`src/hw/rtl/mmbfa_pkg.sv`:
```
// Shared constants, codes and types of the bump frame allocator.
package mmbfa_pkg;

  localparam int ADDR_W    = 52;
  localparam int CMD_W     = 2;
  localparam int IDX_IN_W  = 5;
  localparam int CNT_W     = 6;
  localparam int STAT_W    = 2;
  localparam int CFG_IDX_W = 2;

  localparam int MAX_AREAS_DEF   = 32;
  localparam int FRAME_BYTES_DEF = 4096;

  // Stream word layouts.
  localparam int IN_TDATA_W  = 112;
  localparam int OUT_TDATA_W = 56;

  // Commands carried in in_tuser.
  localparam logic [CMD_W-1:0] CMD_LOAD   = 2'd0;
  localparam logic [CMD_W-1:0] CMD_START  = 2'd1;
  localparam logic [CMD_W-1:0] CMD_ALLOC  = 2'd2;
  localparam logic [CMD_W-1:0] CMD_UNUSED = 2'd3;

  // Result status carried in out_tuser.
  localparam logic [STAT_W-1:0] STAT_OK          = 2'd0;
  localparam logic [STAT_W-1:0] STAT_NO_AREA     = 2'd1;
  localparam logic [STAT_W-1:0] STAT_EMPTY       = 2'd2;
  localparam logic [STAT_W-1:0] STAT_NOT_STARTED = 2'd3;

  // Configuration register indexes.
  localparam logic [CFG_IDX_W-1:0] CFG_KERNEL_END     = 2'd0;
  localparam logic [CFG_IDX_W-1:0] CFG_RESERVED_BASE  = 2'd1;
  localparam logic [CFG_IDX_W-1:0] CFG_RESERVED_LIMIT = 2'd2;
  localparam logic [CFG_IDX_W-1:0] CFG_ENTRY_COUNT    = 2'd3;

  typedef enum logic [3:0] {
    FSM_IDLE,
    FSM_ADJ,
    FSM_LIM,
    FSM_BASE,
    FSM_ROUND,
    FSM_SKIP_LO,
    FSM_SKIP_HI,
    FSM_ADV,
    FSM_DONE
  } state_t;

endpackage

```
`src/hw/rtl/memory_map_bump_frame_allocator.sv`:
```
// Bump frame allocator: command sequencer, memory-map table and shared address unit.
// From acceptance to out_tvalid: a load, an unused or a refused command goes straight to the result;
// a start or allocate first walks the table entries, skipping those behind the cursor, until the walk
// runs off the table or finds an area, then checks the reserved window; an allocate then advances.
// Throughput: one command at a time; in_tready returns as the result word is registered.
// Reset (rst_n, synchronous, active low) clears control state and configuration registers; no payload or table clear.
module memory_map_bump_frame_allocator
  import mmbfa_pkg::*;
#(
  parameter int MAX_AREAS   = MAX_AREAS_DEF,
  parameter int FRAME_BYTES = FRAME_BYTES_DEF
) (
  input  logic                   clk,
  input  logic                   rst_n,
  // Input words.
  input  logic                   in_tvalid,
  output logic                   in_tready,
  // tdata from bit 0 up: entry_index[4:0], entry_base[51:0], entry_limit[51:0],
  // entry_available, two zero bits.
  input  logic [IN_TDATA_W-1:0]  in_tdata,
  // tuser: command[1:0].
  input  logic [CMD_W-1:0]       in_tuser,
  // Result words.
  output logic                   out_tvalid,
  input  logic                   out_tready,
  // tdata from bit 0 up: frame_address[51:0], four zero bits.
  output logic [OUT_TDATA_W-1:0] out_tdata,
  // tuser: status[1:0].
  output logic [STAT_W-1:0]      out_tuser,
  // Configuration writes.
  input  logic                   cfg_valid,
  output logic                   cfg_ready,
  input  logic [CFG_IDX_W-1:0]   cfg_index,
  input  logic [ADDR_W-1:0]      cfg_data
);

  // Table address width, area counter width (it must hold MAX_AREAS itself) and
  // the widths used to compare narrow counts against MAX_AREAS.
  localparam int IDX_W  = (MAX_AREAS > 1) ? $clog2(MAX_AREAS) : 1;
  localparam int CA_W   = $clog2(MAX_AREAS + 1);
  localparam int CMP_W  = (CA_W > CNT_W) ? CA_W : CNT_W;
  localparam int LIDX_W = (CA_W > IDX_IN_W) ? CA_W : IDX_IN_W;
  localparam int ENT_W  = 2 * ADDR_W + 1;

  // Frame size is a power of two, so rounding up is an add and a mask.
  localparam logic [ADDR_W-1:0] FRAME_A  = ADDR_W'(FRAME_BYTES);
  localparam logic [ADDR_W-1:0] FRAME_M1 = ADDR_W'(FRAME_BYTES - 1);

  // Fields of the input word.
  logic [IDX_IN_W-1:0] in_index;
  logic [ADDR_W-1:0]   in_base;
  logic [ADDR_W-1:0]   in_limit;
  logic                in_avail;

  assign in_index = in_tdata[4:0];
  assign in_base  = in_tdata[56:5];
  assign in_limit = in_tdata[108:57];
  assign in_avail = in_tdata[109];

  // Configuration registers.
  logic [ADDR_W-1:0] kernel_end_r;
  logic [ADDR_W-1:0] reserved_base_r;
  logic [ADDR_W-1:0] reserved_limit_r;
  logic [CNT_W-1:0]  entry_count_r;

  // Sequencer and allocator state.
  state_t            state_r, state_nxt;
  logic [CMD_W-1:0]  cmd_r, cmd_nxt;
  logic              pass2_r, pass2_nxt;
  logic              started_r, started_nxt;
  logic [ADDR_W-1:0] cursor_r, cursor_nxt;
  logic [CA_W-1:0]   ca_r, ca_nxt;
  logic [ADDR_W-1:0] frame_r, frame_nxt;
  logic [STAT_W-1:0] status_r, status_nxt;

  // Output register.
  logic              out_valid_r, out_valid_nxt;
  logic [ADDR_W-1:0] out_frame_r, out_frame_nxt;
  logic [STAT_W-1:0] out_status_r, out_status_nxt;

  logic in_fire;
  logic out_free;

  assign in_tready = (state_r == FSM_IDLE);
  assign in_fire   = in_tvalid & in_tready;
  assign out_free  = ~out_valid_r | out_tready;
  assign cfg_ready = 1'b1;

  // Effective entry count: values above the table size act as the table size.
  logic [CMP_W-1:0] count_ext;
  logic [CA_W-1:0]  live_n;

  assign count_ext = CMP_W'(entry_count_r);
  assign live_n    = (count_ext > CMP_W'(MAX_AREAS)) ? CA_W'(MAX_AREAS)
                                                      : CA_W'(entry_count_r);

  // Table writes come straight from an accepted load word; slots past the table are dropped.
  logic [LIDX_W-1:0] load_idx_ext;
  logic              tbl_we;
  logic              tbl_re;
  logic [ENT_W-1:0]  tbl_rdata;
  logic [ADDR_W-1:0] ent_base;
  logic [ADDR_W-1:0] ent_limit;
  logic              ent_usable;

  assign load_idx_ext = LIDX_W'(in_index);
  assign tbl_we       = in_fire && (in_tuser == CMD_LOAD) &&
                        (load_idx_ext < LIDX_W'(MAX_AREAS));
  assign tbl_re       = (state_r == FSM_ADJ);

  mmbfa_ram #(
    .WIDTH (ENT_W),
    .DEPTH (MAX_AREAS)
  ) u_table (
    .clk   (clk),
    .we    (tbl_we),
    .waddr (load_idx_ext[IDX_W-1:0]),
    .wdata ({in_base, in_limit, in_avail}),
    .re    (tbl_re),
    .raddr (ca_r[IDX_W-1:0]),
    .rdata (tbl_rdata)
  );

  assign ent_base   = tbl_rdata[ENT_W-1 -: ADDR_W];
  assign ent_limit  = tbl_rdata[ADDR_W -: ADDR_W];
  assign ent_usable = tbl_rdata[0];

  // Shared address unit; the sequencer picks its operands each cycle.
  logic [ADDR_W-1:0] alu_a, alu_b, alu_c;
  logic [ADDR_W:0]   alu_sum;
  logic              alu_lt;

  mmbfa_alu u_alu (
    .op_a (alu_a),
    .op_b (alu_b),
    .op_c (alu_c),
    .sum  (alu_sum),
    .lt   (alu_lt)
  );

  always_comb begin
    alu_a = '0;
    alu_b = '0;
    alu_c = '0;
    unique case (state_r)
      FSM_LIM: begin
        // Area lies behind when limit plus one frame is below the cursor.
        alu_a = ent_limit;
        alu_b = FRAME_A;
        alu_c = cursor_r;
      end
      FSM_BASE: begin
        alu_a = cursor_r;
        alu_c = ent_base;
      end
      FSM_ROUND: begin
        alu_a = ent_base;
        alu_b = FRAME_M1;
      end
      FSM_SKIP_LO: begin
        alu_a = cursor_r;
        alu_c = reserved_base_r;
      end
      FSM_SKIP_HI: begin
        alu_a = cursor_r;
        alu_c = reserved_limit_r;
      end
      FSM_ADV: begin
        alu_a = cursor_r;
        alu_b = FRAME_A;
      end
      default: begin
      end
    endcase
  end

  // Where the sequencer goes once an area holding the cursor has been found.
  state_t found_state;
  always_comb begin
    if (!pass2_r) begin
      found_state = FSM_SKIP_LO;
    end else if (cmd_r == CMD_START) begin
      found_state = FSM_DONE;
    end else begin
      found_state = FSM_ADV;
    end
  end

  // Where it goes when the cursor is not inside the reserved window: a start
  // still runs the second adjustment, an allocate hands out the cursor.
  state_t no_skip_state;
  assign no_skip_state = (cmd_r == CMD_START) ? FSM_ADJ : FSM_ADV;

  // Next state.
  always_comb begin
    state_nxt = state_r;
    unique case (state_r)
      FSM_IDLE: begin
        if (in_fire) begin
          priority if (in_tuser == CMD_START) begin
            state_nxt = (live_n == '0) ? FSM_DONE : FSM_ADJ;
          end else if (in_tuser == CMD_ALLOC) begin
            state_nxt = (!started_r || live_n == '0) ? FSM_DONE : FSM_ADJ;
          end else begin
            state_nxt = FSM_DONE;
          end
        end
      end
      FSM_ADJ: begin
        state_nxt = (ca_r >= live_n) ? FSM_DONE : FSM_LIM;
      end
      FSM_LIM: begin
        state_nxt = alu_lt ? FSM_ADJ : FSM_BASE;
      end
      FSM_BASE: begin
        if (alu_lt) begin
          state_nxt = FSM_ROUND;
        end else begin
          state_nxt = ent_usable ? found_state : FSM_ADJ;
        end
      end
      FSM_ROUND: begin
        state_nxt = ent_usable ? found_state : FSM_ADJ;
      end
      FSM_SKIP_LO: begin
        state_nxt = alu_lt ? no_skip_state : FSM_SKIP_HI;
      end
      FSM_SKIP_HI: begin
        state_nxt = alu_lt ? FSM_ADJ : no_skip_state;
      end
      FSM_ADV: begin
        state_nxt = FSM_DONE;
      end
      FSM_DONE: begin
        if (out_free) begin
          state_nxt = FSM_IDLE;
        end
      end
      default: begin
        state_nxt = FSM_IDLE;
      end
    endcase
  end

  // Datapath and output register updates.
  always_comb begin
    cmd_nxt        = cmd_r;
    pass2_nxt      = pass2_r;
    started_nxt    = started_r;
    cursor_nxt     = cursor_r;
    ca_nxt         = ca_r;
    frame_nxt      = frame_r;
    status_nxt     = status_r;
    out_valid_nxt  = out_valid_r & ~out_tready;
    out_frame_nxt  = out_frame_r;
    out_status_nxt = out_status_r;
    unique case (state_r)
      FSM_IDLE: begin
        if (in_fire) begin
          cmd_nxt    = in_tuser;
          pass2_nxt  = 1'b0;
          frame_nxt  = '0;
          status_nxt = STAT_OK;
          if (in_tuser == CMD_START) begin
            started_nxt = 1'b0;
            cursor_nxt  = kernel_end_r;
            ca_nxt      = '0;
            if (live_n == '0) begin
              status_nxt = STAT_EMPTY;
            end
          end else if (in_tuser == CMD_ALLOC) begin
            if (!started_r) begin
              status_nxt = STAT_NOT_STARTED;
            end else if (live_n == '0) begin
              status_nxt = STAT_EMPTY;
            end
          end
        end
      end
      FSM_ADJ: begin
        // Walked off the end of the table; the index settles at the count.
        if (ca_r >= live_n) begin
          ca_nxt     = live_n;
          status_nxt = STAT_NO_AREA;
        end
      end
      FSM_LIM: begin
        if (alu_lt) begin
          ca_nxt = ca_r + CA_W'(1);
        end
      end
      FSM_BASE: begin
        if (!alu_lt) begin
          if (!ent_usable) begin
            ca_nxt = ca_r + CA_W'(1);
          end else if (pass2_r && cmd_r == CMD_START) begin
            started_nxt = 1'b1;
          end
        end
      end
      FSM_ROUND: begin
        cursor_nxt = alu_sum[ADDR_W-1:0] & ~FRAME_M1;
        if (!ent_usable) begin
          ca_nxt = ca_r + CA_W'(1);
        end else if (pass2_r && cmd_r == CMD_START) begin
          started_nxt = 1'b1;
        end
      end
      FSM_SKIP_LO: begin
        if (alu_lt && cmd_r == CMD_START) begin
          pass2_nxt = 1'b1;
        end
      end
      FSM_SKIP_HI: begin
        if (alu_lt) begin
          cursor_nxt = reserved_limit_r;
          pass2_nxt  = 1'b1;
        end else if (cmd_r == CMD_START) begin
          pass2_nxt = 1'b1;
        end
      end
      FSM_ADV: begin
        frame_nxt  = cursor_r;
        cursor_nxt = alu_sum[ADDR_W-1:0];
      end
      FSM_DONE: begin
        if (out_free) begin
          out_valid_nxt  = 1'b1;
          out_frame_nxt  = frame_r;
          out_status_nxt = status_r;
        end
      end
      default: begin
      end
    endcase
  end

  always_ff @(posedge clk) begin
    if (!rst_n) begin
      state_r          <= FSM_IDLE;
      cmd_r            <= CMD_UNUSED;
      pass2_r          <= 1'b0;
      started_r        <= 1'b0;
      cursor_r         <= '0;
      ca_r             <= '0;
      status_r         <= STAT_OK;
      out_valid_r      <= 1'b0;
      kernel_end_r     <= '0;
      reserved_base_r  <= '0;
      reserved_limit_r <= '0;
      entry_count_r    <= '0;
    end else begin
      state_r     <= state_nxt;
      cmd_r       <= cmd_nxt;
      pass2_r     <= pass2_nxt;
      started_r   <= started_nxt;
      cursor_r    <= cursor_nxt;
      ca_r        <= ca_nxt;
      status_r    <= status_nxt;
      out_valid_r <= out_valid_nxt;
      if (cfg_valid && cfg_ready) begin
        unique case (cfg_index)
          CFG_KERNEL_END:     kernel_end_r     <= cfg_data;
          CFG_RESERVED_BASE:  reserved_base_r  <= cfg_data;
          CFG_RESERVED_LIMIT: reserved_limit_r <= cfg_data;
          CFG_ENTRY_COUNT:    entry_count_r    <= cfg_data[CNT_W-1:0];
          default: begin
          end
        endcase
      end
    end
  end

  // Payload registers need no reset.
  always_ff @(posedge clk) begin
    frame_r      <= frame_nxt;
    out_frame_r  <= out_frame_nxt;
    out_status_r <= out_status_nxt;
  end

  assign out_tvalid = out_valid_r;
  assign out_tdata  = {{(OUT_TDATA_W - ADDR_W){1'b0}}, out_frame_r};
  assign out_tuser  = out_status_r;

  // The area index never exceeds the table size.
  a_area_in_range: assert property (@(posedge clk) disable iff (!rst_n)
    ca_r <= CA_W'(MAX_AREAS))
    else $error("area index beyond table size");

  // Any error result carries a zero frame address.
  a_error_zero_frame: assert property (@(posedge clk) disable iff (!rst_n)
    out_tvalid && (out_tuser != STAT_OK) |-> (out_tdata == '0))
    else $error("error result with nonzero frame address");

  // An accepted word always leaves the idle state behind.
  a_busy_after_accept: assert property (@(posedge clk) disable iff (!rst_n)
    in_tvalid && in_tready |=> !in_tready)
    else $error("input accepted while still idle afterward");

  // The allocator becomes started only at the end of a start command.
  a_started_by_start: assert property (@(posedge clk) disable iff (!rst_n)
    $rose(started_r) |-> (cmd_r == CMD_START) && (state_r == FSM_DONE))
    else $error("started set outside a start command");

endmodule

```
`src/hw/rtl/mmbfa_ram.sv`:
```
// Generic single-write, single-read RAM with registered read data.
module mmbfa_ram #(
  parameter int WIDTH = 8,
  parameter int DEPTH = 32,
  parameter int AW    = (DEPTH > 1) ? $clog2(DEPTH) : 1
) (
  input  logic             clk,
  input  logic             we,
  input  logic [AW-1:0]    waddr,
  input  logic [WIDTH-1:0] wdata,
  input  logic             re,
  input  logic [AW-1:0]    raddr,
  output logic [WIDTH-1:0] rdata
);

  logic [WIDTH-1:0] mem [DEPTH];
  logic [WIDTH-1:0] rdata_r;

  always_ff @(posedge clk) begin
    if (we) begin
      mem[waddr] <= wdata;
    end
    if (re) begin
      rdata_r <= mem[raddr];
    end
  end

  assign rdata = rdata_r;

endmodule

```
`src/hw/rtl/mmbfa_alu.sv`:
```
// Shared address unit: one wide add and one compare of the sum against a third operand.
module mmbfa_alu
  import mmbfa_pkg::*;
(
  input  logic [ADDR_W-1:0] op_a,
  input  logic [ADDR_W-1:0] op_b,
  input  logic [ADDR_W-1:0] op_c,
  output logic [ADDR_W:0]   sum,
  output logic              lt
);

  // The sum keeps its carry so that limit plus one frame compares without wrapping.
  assign sum = {1'b0, op_a} + {1'b0, op_b};
  assign lt  = (sum < {1'b0, op_c});

endmodule
```
`config.mk`:
```
export PLATFORM = sky130hd
export DESIGN_NAME = memory_map_bump_frame_allocator
export DESIGN_NICKNAME = d
export VERILOG_FILES = /design/src/hw/rtl/mmbfa_pkg.sv /design/src/hw/rtl/memory_map_bump_frame_allocator.sv /design/src/hw/rtl/mmbfa_ram.sv /design/src/hw/rtl/mmbfa_alu.sv
export SDC_FILE = /design/constraint.sdc
export NUM_CORES = 2
export LEC_CHECK = 0
export ABC_AREA = 1
export BUFFER_PORTS_ARGS = -buffer_cell sky130_fd_sc_hd__buf_4
export CAP_MARGIN = 20
export CELL_PAD_IN_SITES_DETAIL_PLACEMENT = 2
export CELL_PAD_IN_SITES_GLOBAL_PLACEMENT = 2
export CORE_AREA = 2 2 617 619
export DETAILED_ROUTE_END_ITERATION = 6
export DIE_AREA = 0 0 619 621
export PLACE_DENSITY = 0.79
export SLEW_MARGIN = 20
export SYNTH_ARGS = -nofsm -noshare
export SYNTH_HDL_FRONTEND = slang
export SYNTH_SLANG_ARGS = --single-unit
```
`constraint.sdc`:
```
create_clock -name clk -period 6.7 [get_ports clk]
set_clock_uncertainty 0.05 [all_clocks]
set_input_delay 0.335 -clock clk [delete_from_list [all_inputs] [get_ports clk]]
set_output_delay 0.335 -clock clk [all_outputs]
set_load 0.005 [all_outputs]
```
---- Word level (Yosys, flattened, before mapping) ----
Memories as Yosys holds them, arrays and structs flattened. A register that Yosys moved wholly into a read port is not among the register bits.
Cells that the tools add are included.
word-level totals
  input bits .............................. 173
  RAM bits ................................ 3360
  register bits ........................... 337
  output and inout port bits .............. 61
  memories ................................ 1
memories
  name         words  width  read ports  clocked after memory_dff  write ports  line             text
  u_table.mem  32     105    1           1                         1            mmbfa_ram.sv:16  logic [WIDTH-1:0] mem [DEPTH];
cells by class
  reduce and logical (&&, ||, !) cells .... 31
  add/subtract/negate cells ............... 2
  bitwise logic cells ..................... 5
  eq/ne operators ......................... 23
  magnitude comparators ................... 4
  mux-type cells .......................... 55
operators by type and width
  cell                                                                   number
  52-bit one-hot mux with 4 select lines                                 2
  52-bit 2-to-1 mux                                                      4
  52-bit one-hot mux with 3 select lines                                 1
  52-bit one-hot mux with 2 select lines                                 1
  52-bit by 13-bit adder with 53-bit output                              1
  53-bit by 52-bit less-than comparator with 1-bit output                1
  4-bit 2-to-1 mux                                                       11
  6-bit 2-to-1 mux                                                       7
  4-bit one-hot mux with 9 select lines                                  1
  6-bit one-hot mux with 5 select lines                                  1
  13-bit one-hot mux with 2 select lines                                 1
  4-bit by 3-bit equality test with 1-bit output, second input constant  4
  2-bit AND reduction                                                    8
  2-bit 2-to-1 mux                                                       7
  1-bit 2-to-1 mux                                                       13
  4-bit AND reduction                                                    3
  2-bit != test, second input constant                                   5
  3-bit 2-to-1 mux                                                       3
  4-bit by 2-bit equality test with 1-bit output, second input constant  2
  6-bit by 1-bit adder with 6-bit output, second input constant          1
  2-bit by 1-bit equality test with 1-bit output, second input constant  3
  2-bit equality test, second input constant                             3
  6-bit >= comparator                                                    1
  6-bit > comparator, second input constant                              1
  other kinds (24)                                                       35

---- Longest topological paths before layout ----
  word-level depth ........................ 9
  depth in mapped cells ................... 38
  depth with buffers taken out ............ 34

---- Modules after synthesis ----
A second synthesis with hierarchy kept.
second synthesis, totals
  cells, all modules ...................... 13947
  area, all modules ....................... 158208.0 µm²
by module, submodules not included
  module                           instances  area each (µm²)  cells each  seq. area each (µm²)
  mmbfa_ram                        1          137820.9         11054       104049.8
  memory_map_bump_frame_allocator  1          15204.6          1991        7807.5
  mmbfa_alu                        1          5182.5           902         0.0

---- Worst setup path before layout ----
No wires, ideal clock.
  path type ............................... reg-to-reg
  from .................................... reg state_r[3]
  to ...................................... reg ca_r[0]
  buffers on the path ..................... 0
  data arrival time ....................... 6.505 ns
  clock period less this slack ............ 6.669 ns
  library setup time ...................... 0.114 ns
  stages on the path, launching flop included .. 11
  slack ................................... 0.031 ns
  path through ............................ dfxtp_1 -> nor2_4 -> inv_2 -> nor2_1 -> inv_1 -> nor2_1 -> nor3_1 -> nand3_2 -> nand2_1 -> nand2_1 -> nor2_1
between the ends
  longest elaborated chain between the ends .. 7
  elaborated cells on any way between the ends .. 24
  those cells by class .................... 1 x add/sub; 1 x order compare; 12 x eq/ne; 4 x mux; 1 x bitwise; 5 x reduce/logical
ends and longest elaborated chain
  what                                                                                                                     line                                                                            text
  start, declared                                                                                                          memory_map_bump_frame_allocator.sv:67                                           state_t state_r, state_nxt;
  start signal, assigned                                                                                                   memory_map_bump_frame_allocator.sv:353                                          state_r <= state_nxt;
  4-bit by 3-bit equality test with 1-bit output / 4-bit by 2-bit equality test with 1-bit output (equally long branches)  memory_map_bump_frame_allocator.sv:145, memory_map_bump_frame_allocator.sv:257
  4-bit OR reduction (no source line) / 2-bit OR reduction (equally long branches)                                         -
  52-bit one-hot mux with 3 select lines / 13-bit one-hot mux with 2 select lines (equally long branches)                  memory_map_bump_frame_allocator.sv:145                                          unique case (state_r)
  52-bit by 13-bit adder with 53-bit output                                                                                mmbfa_alu.sv:13                                                                 assign sum = {1'b0, op_a} + {1'b0, op_b};
  53-bit by 52-bit less-than comparator with 1-bit output                                                                  mmbfa_alu.sv:14                                                                 assign lt = (sum < {1'b0, op_c});
  2-bit != test (no source line)                                                                                           -
  6-bit AND reduction (no source line)                                                                                     -
  end signal, assigned                                                                                                     memory_map_bump_frame_allocator.sv:358                                          ca_r <= ca_nxt;
  end, declared                                                                                                            memory_map_bump_frame_allocator.sv:72                                           logic [CA_W-1:0] ca_r, ca_nxt;
Several ways; a longest one is shown, not always the timed one.
A chain may end at the register's enable or synchronous reset.

---- Worst setup path in the final report ----
  from .................................... reg state_r[3]
  to ...................................... reg cursor_r[38]
between the ends
  longest elaborated chain between the ends .. 7
  elaborated cells on any way between the ends .. 21
  those cells by class .................... 1 x add/sub; 1 x order compare; 9 x eq/ne; 4 x mux; 1 x bitwise; 5 x reduce/logical
ends and longest elaborated chain
  what                                                                                                     line                                                                            text
  4-bit by 3-bit equality test with 1-bit output (tied with other cells)                                   memory_map_bump_frame_allocator.sv:145, memory_map_bump_frame_allocator.sv:257
  4-bit OR reduction (no source line) / 2-bit OR reduction (equally long branches)                         -
  52-bit one-hot mux with 3 select lines / 13-bit one-hot mux with 2 select lines (equally long branches)  memory_map_bump_frame_allocator.sv:145
  52-bit by 13-bit adder with 53-bit output                                                                mmbfa_alu.sv:13
  53-bit by 52-bit less-than comparator with 1-bit output                                                  mmbfa_alu.sv:14
  2-bit != test (no source line)                                                                           -
  4-bit AND reduction (no source line)                                                                     -
  end signal, assigned                                                                                     memory_map_bump_frame_allocator.sv:357                                          cursor_r <= cursor_nxt;
  end, declared                                                                                            memory_map_bump_frame_allocator.sv:71                                           logic [ADDR_W-1:0] cursor_r, cursor_nxt;
Several ways; a longest one is shown, not always the timed one.

==> metrics.md <==
| Metric | Value |
|---|---|
| Outcome | finished, final reports clean |
| Worst Tran Pin Value | 1.36 ns |
| Worst Path Arrival | 7.28 ns |
| Setup Viol. Count Final | 0 |
| Worst path max stage delay | 0.60 ns |
| Clock slew at reported path FFs | 0.09 ns |
| DP Wirelength | 358000 µm |
| Critical Path End | cursor_r[38] |
| Total die area | 384000 µm² |
| First-pass GRT wire length | 959000 µm |
| Worst r2r dst | cursor_r[38] |
| Top-count cell post-synth | edfxtp_1 |
| Post-place instance area | 159000 µm² |
| CTS tree | built |
| #FFs+latches synth | 3802 |
| Rows | 226 |
| Final Cell Area | 174000 µm² |
| Routed Wire Length | 701000 µm |
| Ys flop type | edfxtp_1 |
| VDD IR-drop max | 0.210 mV |
| Critical Path RT | 7.49 ns |
| # port buffers | 226 |
| Clock Latency Late Sink | 1.00 ns |
| Synth top area cells | edfxtp_1 71%, o21ai_0 6.8%, nor2_1 5.7% |
| CP startpoint | state_r[3] |
| Clk sinks | 3802 |
| Grt ovf | 0 |
| Post-synth top area share | 71.2% |
| Dominant cell type by area after synthesis | edfxtp_1 |
| Area growth, synth to finish | 15.7% |
| Hold Crit Class | input pin to flip-flop |
| Crit-path max FO | 18 |
| Tcrit/Tclk final | 96.9% |
| CTS Buf Count | 411 |
| Flop-to-flop setup slack | 0.21 ns |
| Max-slew violation count | 0 |
| CP startpoint kind | flip-flop |
| Placed Cells | 16500 |
| # DRC | 0 |
| Leak Pwr | 57.0 nW |
| Clock root buffer | clkbuf_16 |
| Crit-path slowest cell | or4_1 |
| Max Fclk | 154 MHz |
| Fin. Hold Viols | 0 |
| Starting DRT DRC Count | 14900 |
| Die Span Y | 621 µm |
| I/O pins | 234 |
| Fill cells | 36600 |
| Synthesized area per cell | 12.7 µm² |
| Register area share after synthesis | 74.2% |
| Final #Nets | 12400 |
| PD cells | 335 nW/µm² |
| Setup crit end kind | flip-flop |
| Routed Antenna Nets | 0 |
| Core Area | 378000 µm² |
| Synth Warn # | 0 |
| Vias in the first global route | 122000 |
| Total GRT Usage | 35.0% |
| Vias | 115000 |
| R2R depth | 29 |
| Pin count of the biggest net entering global routing | 182 |
| Max_cap viols | 0 |
| CP Class | flip-flop to flip-flop |
| Number of flops mapped to enable cells by yosys | 3571 |
| Layout cells sized above 1 | 9.87% |
| Tmin final | 6.49 ns |
| Synth top cells by count | 3571 x edfxtp_1, 2273 x nor2_1, 2037 x o21ai_0 |
| Initial Util | 39.9% |
| CP dominant cell by count | nand2_1 |
| TritonRoute pass-1 iters | 6 |
| Vias/cell | 6.58 |
| FF-to-FF Start | state_r[3] |
| Worst hold start | cfg_index[0] |
| CTS Buffer Depth | 4 |
| Slew margin rel. | 9.58% |
| Routability-driven placement congestion ratio | 0.870 |
| H-tree depth | 5 |
| Mapped Cells | 11900 |
| Post-Syn Area | 151000 µm² |
| Synth cell types | 52 |
| Per-cell routed wire length | 40.0 µm |
| Non-filler cells, final | 17500 |
| Die width | 619 µm |
| Initial antenna violation count | 85 |
| FFs w/ async S/R, synth | 0% |
## cell families (layout without fill, tap and decap cells)
logic type               Yosys count  after routing  synth area share [%]
AO/OA/AOI/OAI                   3423           3423                  13.2
XOR/XNOR                          37             37                 0.215
adder cells (fa/ha/maj)           72             72                 0.603
buffers and inverters           1131           1725                  2.87
flip-flops                      3802           3802                  74.2
other                              2             78               0.00498
AND/OR/NAND/NOR                 3384           3384                  8.89
## final cells by class
cell class | instances | area [µm²] | share of cell area, %
clock inverters | 250 | 2220 | 1.27
diodes | 73 | 183 | 0.105
clock buffers | 500 | 10900 | 6.24
repair buffers | 675 | 6820 | 3.91
multi-input cells | 6921 | 34900 | 20.0
well taps | 5016 | 6280 | 3.60
flip-flops and latches | 3802 | 112000 | 64.2
inverters | 300 | 1170 | 0.673
## what timing repair did
action,4_1_cts,5_1_grt
resized for setup,2,15
hold endpoints to repair,3539,0
hold buffers,170,0
setup endpoints to repair,18,58
setup buffers,0,4
gates cloned,0,3
pin swaps,0,4
## registers in the layout, indices dropped and copies added (netlist names), 52 cells and up
name and cells:
reserved_base_r 52, frame_r 52, out_frame_r 52, cursor_r 52
reserved_limit_r 52, kernel_end_r 52, u_table.rdata 105, u_table.mem 3360
## placed cells by master (no fill, tap or decap), drive strengths merged, types with 21 or more instances in the layout
cell type and n:
edfxtp 3571, nor2 2287, o21ai 2039, nand2 739, o22ai 578, clkbuf 503
buf 502, inv 311, nand3 250, o221ai 239, dfxtp 231, a21oi 229
clkinv 190, dlygate4sd3 170, a221oi 116, diode 73, ha 71, o211ai 61
nand4 58, a32oi 53, bufinv 32, nor3 32, a31o 30, xor2 21
## metal layers
layer	share of wire, %	track usage (%)
met5	0.076	0
met4	8.0	22.8
met3	9.2	7.06
met2	48	58.0
met1	35	41.3
## through the flow
| step | util [%] | TNS (ns) | worst slack [ns] | power [mW] | hold slack [ns] |
|---|---|---|---|---|---|
| 2_1_floorplan | - | 0 | 0.0314 | 30.4 | 0.350 |
| 4_1_cts | 46.0 | 0 | 0.0657 | 57.8 | 0.00310 |
| 5_1_grt | 46.1 | -0.106 | -0.0574 | 59.3 | 0.0812 |
| 3_5_place_dp | 42.1 | -0.0189 | -0.0189 | 34.2 | 0.359 |
| 3_3_place_gp | 42.1 | 0 | 0.208 | 33.6 | 0.357 |
| 6_report | 46.1 | 0 | 0.206 | 58.4 | 0.0443 |
## worst min-delay path by stage
| stage | end | slack [ns] | cells past startpoint |
|---|---|---|---|
| global route | count_ext[4] | 0.08 | 3 |
| CTS | count_ext[4] | 0.003 | 3 |
| finish | count_ext[4] | 0.04 | 3 |
| detailed placement | out_frame_r[22] | 0.36 | 0 |
| global placement | out_frame_r[33] | 0.36 | 0 |
| floorplan | out_frame_r[0] | 0.35 | 0 |
## critical path, delay by kind of cell, from the launching register on
kind | cells | cell delay, ns
adder cells (fa/ha/maj) | 2 | 0.68
buffers and inverters | 3 | 0.43
flip-flops | 1 | 0.44
AND/OR/NAND/NOR | 21 | 3.83
AO/OA/AOI/OAI | 3 | 0.87
## power breakdown
group / internal, mW / leakage, nW / switching [mW]
clock: 12.8 / 6.39 / 11.0
combinational: 1.88 / 16.5 / 6.22
sequential: 26.3 / 34.1 / 0.231
Note: power is estimated with default switching activity, not from simulation.
